File: src/pmd_pkg.sv
`timescale 1ns / 1ps
// ----------------------------------------------------------------------------
// pmd_pkg
// Shared types and constants for the PID motor drive with deadband.
// ----------------------------------------------------------------------------
package pmd_pkg;

  localparam int FRAC_BITS = 16;
  localparam int GAIN_W    = 32;
  localparam int POS_W     = 16;
  localparam int ERR_W     = POS_W + 1;
  localparam int DRIVE_W   = 13;
  localparam int DUTY_W    = 12;
  localparam int DUTY_BITS = 12;
  localparam int FIELD_DUTY_MAX = 4095;
  localparam int DUTY_LIM  = (1 << DUTY_BITS) - 1;
  localparam logic [DUTY_W-1:0] DUTY_MAX =
      DUTY_W'((DUTY_LIM > FIELD_DUTY_MAX) ? FIELD_DUTY_MAX : DUTY_LIM);
  localparam int CFG_IDX_W = 3;

  typedef enum logic [CFG_IDX_W-1:0] {
    REG_PROP_GAIN  = 3'd0,
    REG_INTEG_GAIN = 3'd1,
    REG_DERIV_GAIN = 3'd2,
    REG_DEAD_BAND  = 3'd3,
    REG_LIMIT_LOW  = 3'd4,
    REG_LIMIT_HIGH = 3'd5
  } cfg_reg_t;

  typedef struct packed {
    logic signed [GAIN_W-1:0]  prop_gain;
    logic signed [GAIN_W-1:0]  integ_gain_times_period;
    logic signed [GAIN_W-1:0]  deriv_gain_over_period;
    logic        [15:0]        dead_band;
    logic signed [DRIVE_W-1:0] limit_low;
    logic        [DUTY_W-1:0]  limit_high;
  } cfg_t;

  typedef struct packed {
    logic signed [POS_W-1:0] target;
    logic signed [POS_W-1:0] measured;
  } in_t;

  typedef struct packed {
    logic signed [DRIVE_W-1:0] drive;
    logic        [DUTY_W-1:0]  duty_forward;
    logic        [DUTY_W-1:0]  duty_reverse;
    logic                      in_dead_band;
  } out_t;

endpackage

File: src/pmd_cfg_regs.sv
`timescale 1ns / 1ps
// ----------------------------------------------------------------------------
// pmd_cfg_regs
// Configuration register file: gains, deadband and clamp limits.
// ----------------------------------------------------------------------------
module pmd_cfg_regs (
  input  logic                          clk,
  input  logic                          rst,
  input  logic                          cfg_valid,
  output logic                          cfg_ready,
  input  logic [pmd_pkg::CFG_IDX_W-1:0] cfg_index,
  input  logic [31:0]                   cfg_data,
  output pmd_pkg::cfg_t                 cfg
);
  import pmd_pkg::*;

  assign cfg_ready = 1'b1;

  always_ff @(posedge clk) begin
    if (rst) begin
      cfg.prop_gain               <= 32'sd327680;
      cfg.integ_gain_times_period <= 32'sd49152000;
      cfg.deriv_gain_over_period  <= 32'sd4;
      cfg.dead_band               <= 16'd10;
      cfg.limit_low               <= -13'sd950;
      cfg.limit_high              <= 12'd950;
    end else if (cfg_valid) begin
      case (cfg_reg_t'(cfg_index))
        REG_PROP_GAIN:  cfg.prop_gain               <= cfg_data;
        REG_INTEG_GAIN: cfg.integ_gain_times_period <= cfg_data;
        REG_DERIV_GAIN: cfg.deriv_gain_over_period  <= cfg_data;
        REG_DEAD_BAND:  cfg.dead_band               <= cfg_data[15:0];
        REG_LIMIT_LOW:  cfg.limit_low               <= cfg_data[DRIVE_W-1:0];
        REG_LIMIT_HIGH: cfg.limit_high              <= cfg_data[DUTY_W-1:0];
        default: ;
      endcase
    end
  end

endmodule

File: config.mk
export PLATFORM = sky130hd
export DESIGN_NAME = pmd_cfg_regs
export DESIGN_NICKNAME = d
export VERILOG_FILES = /design/src/pmd_pkg.sv /design/src/pmd_cfg_regs.sv
export SDC_FILE = /design/constraint.sdc
export NUM_CORES = 1
export LEC_CHECK = 0
export BUFFER_PORTS_ARGS = -buffer_cell sky130_fd_sc_hd__buf_2
export CORE_MARGIN = 2
export CORE_UTILIZATION = 23
export DETAILED_ROUTE_END_ITERATION = 12
export SYNTH_ARGS = -nofsm -noshare
export SYNTH_HDL_FRONTEND = slang
export SYNTH_SLANG_ARGS = --single-unit
export TNS_END_PERCENT = 1
File: constraint.sdc
create_clock -name clk -period 1.3 [get_ports clk]
set_input_delay 0.26 -clock clk [delete_from_list [all_inputs] [get_ports clk]]
set_output_delay 0.26 -clock clk [all_outputs]
set_load 0.05 [all_outputs]
Word level (Yosys, flattened, before mapping)
Cells that the tools add are included.
Storage, ports and cells
  bits in registers: 137
  output and inout bits: 138
  logic and storage cells: 18
Cells by class
  equality and inequality tests: 5
  reduce and logical (&&, ||, !) cells: 7
Operators with widths (number)
  $reduce_and 2->1: 6
  $eq 3x2->1 const B: 2
  $eq 3x3->1 const B: 2
  $eq 3x1->1 const B: 1
  $logic_not 3->1: 1

Logic depth before layout (Yosys ltp)
  word-level depth: 2
  gate-level depth with buffers: 6
  gate-level depth less buffers: 2

Worst setup path after synthesis
Ideal clock, no wire load.
  path type: input port to flip-flop
  start: input port cfg_index[0] (netlist name)
  end: register cfg[126] (netlist name)
  library setup time: 0.120 ns
  arrival: 1.302 ns
  data required time: 1.180 ns
  slack: -0.122 ns
  stages on the path: 5
  buffers on the path: 3
  path through: clkbuf_2 or4b_1 clkbuf_1 buf_6 mux2i_1
On the way
  longest elaborated chain between the ends: 2
Ends and longest elaborated chain
  start, declared: RTL line pmd_cfg_regs.sv:11  | input logic [pmd_pkg::CFG_IDX_W-1:0] cfg_index,
  $logic_not 3->1: RTL line pmd_cfg_regs.sv:28  | case (cfg_reg_t'(cfg_index))
  $reduce_and 2->1 (no source line)
  end, declared: RTL line pmd_cfg_regs.sv:13  | output pmd_pkg::cfg_t cfg
No other way between the ends.
A chain may end at the register's enable or synchronous reset.

Worst setup path in the final report
  start: register cfg[15] (netlist name)
  end: output port cfg[15] (netlist name)
No word-level cell between the ends.

==> metrics.md <==
| Metric | Value |
|---|---|
| Status | `finished, final reports clean` |
| Synthesized cell area | `5480 um^2` |
| Reg with most FFs | `cfg` |
| Placer Congestion | `0.725` |
| Cell leakage power | `3.67 nW` |
| Period utilization | `0.964` |
| CTS root buf | `clkbuf_16` |
| Tmin final | `1250 ps` |
| Fmax | `798 MHz` |
| Global-route wire length before repair | `22.8 mm` |
| Pre-antenna DRT Iters | `4` |
| Worst-Skew Late Latency | `410 ps` |
| Largest net degree at the start of global routing | `62` |
| Synth unique cells | `15` |
| Worst-path fanout max | `2` |
| Vias | `roughly 4,000` |
| CTS max path bufs | `2` |
| Unrepaired setup endpoints after global routing | `true` |
| Core outline area | `around 23,000 um^2` |
| WP buf/inv | `1` |
| Vias per Instance | `3.96` |
| Port-buffer cells | `around 170` |
| Hold_buf cts | `0` |
| Row count | `between 50 and 60` |
| Pwr Density | `~1200 nW/um^2` |
| Clock Pin Slew Worst Setup and Hold Paths | `~60 ps` |
| Layout cells sized above 1 | `0.330` |
| Min-Delay Path Class | `in2reg` |
| CP max stage delay | `320 ps` |
| P&R area growth vs syn | `42.6%` |
| Congestion Overflow GR | `0` |
| Worst setup path category | `reg2out` |
| CTS tree | `built` |
| Total track usage | `0.123` |
| Vias in the first global route | `3,820` |
| DRC viols | `0` |
| Worst endpoint required time | `roughly 1000 ps` |
| H-tree depth | `4` |
| CP max stage cell | `dfxtp_1` |
| Fin nets | `731` |
| DP HPWL | `10.8 mm` |
| Count of final hold-check violations | `0` |
| Die Height | `158 um` |
| Top Ports | `roughly 180` |
| Final Power | `a little under 10 mW` |
| Biggest regs | `cfg (137)` |
| DRT iter0 DRCs | `155` |
| Top delay family on crit path | `flip-flops` |
| Fin Hold WS | `between 100 and 150 ps` |
| Crit. End Element | `output pin` |
| Initial antenna violation count | `0` |
| Post-Layout Cell Count | `1,019` |
| Mapped Nets | `552` |
| N_diodes | `0` |
| Routed WL | `15.2 mm` |
| Ys Warns | `0` |
| Critical path arrival | `990 ps` |
| Max-cap violations | `0` |
| Final Skew | `0 ps` |
| Post-layout util | `0.334` |
| Number of routed nets with antenna violations | `0` |
| Slew Limit Fails | `0` |
| Most frequent cells in the layout | `nand2b_1, mux2i_1, dfxtp_1` |
| Die ar. | `25,100 um^2` |
| DP Cell Count | `993` |
| Sequential-to-total area share from yosys stat | `0.501` |
| Initial core utilization | `0.234` |
| Yosys reg bits | `137` |
| Syn_area_per_cell | `10.7 um^2` |
| CTS buffer count | `17` |
| Worst IR Drop VDD | `~700 uV` |
| FILL cells | `2,426` |
| Commonest non-fill, non-tap cell in the layout | `nand2b_1` |
| WL/cell | `approximately 15 um` |
| Flip-flop count of the largest register after layout | `between 100 and 150` |
| TritonCTS Sinks | `approximately 140` |
| Die width | `between 150 and 200 um` |
| CP Launch Type | `flop` |
| Syn Inst Count | `514` |
| Post CTS Setup Buffer Count | `0` |
| Final setup fails | `0` |
| CP cell instances | `buf_2` |
power by group:
group | switching, mW | total [mW] | leakage [nW] | internal, mW
clock network | 1.74 | 4.30 | 0.251 | 2.56
logic | 0.674 | 1.09 | 2.31 | 0.411
registers | 0.0497 | 4.34 | 1.11 | 4.29
total | 2.46 | 9.73 | 3.67 | 7.27
Yosys cell counts (all sizes together):
cell | n | area, um^2
nand2b | 144 | 901
dfxtp | 137 | 2740
mux2i | 137 | 1370
nor2 | 45 | 169
buf | 21 | 116
clkbuf | 19 | 72.6
nand4bb | 3 | 33.8
nor4bb | 3 | 30.0
nand4b | 2 | 17.5
conb | 1 | 3.75
nor4b | 1 | 8.76
or4b | 1 | 10.0
timing repair:
item                                   CTS  global route
endpoints found under the hold margin    0             0
resized for setup                       59            74
setup endpoints to repair               59            72
routing by layer:
layer | GRT usage | vias up | routed length (um)
met5 | 0 | - | 0
met4 | 0.0485 | 0 | 208
li1 | - | 2054 | -
met3 | 0.0362 | 12 | 737
met1 | 0.166 | 1867 | 7310
met2 | 0.183 | 99 | 6910
cells by family after synthesis:
group	after synthesis	synth area share
and+or+nand+nor	199	0.214
muxes	137	0.250
DFF	137	0.501
buffers and inverters	40	0.0345
other	1	0.000685
metrics by stage:
stage / area (um^2) / setup slack [ps] / TNS [ps]
floorplan: 5490 / -59.2 / -687
global placement: 6970 / -121 / -4270
detailed placement: 6970 / -147 / -4690
CTS: 7630 / 0.0773 / 0
global route: 7810 / -6.13 / -6.13
finish: 7810 / 46.3 / 0
final cells by class:
cell class                 instances  area (um^2)  area share
clock inverter                     4         22.5     0.00288
sequential                       137         2740       0.351
clock buffer                      22          484      0.0620
timing repair buffer             200         1560       0.200
tap                              319          399      0.0511
multi-input combinational        337         2600       0.333
worst paths after layout:
| kind | startpoint | endpoint | slack, ps | cells after the start |
|---|---|---|---|---|
| worst max-delay path | cfg[15] | cfg[15] | 50 | 1 |
| worst min-delay path | cfg_data[5] | cfg[5] | 120 | 3 |
| worst max register to register | cfg[13] | cfg[13] | 670 | 2 |
| worst min register to register | cfg[60] | cfg[60] | 470 | 2 |
No activity file was read; power rests on OpenSTA's default activity.
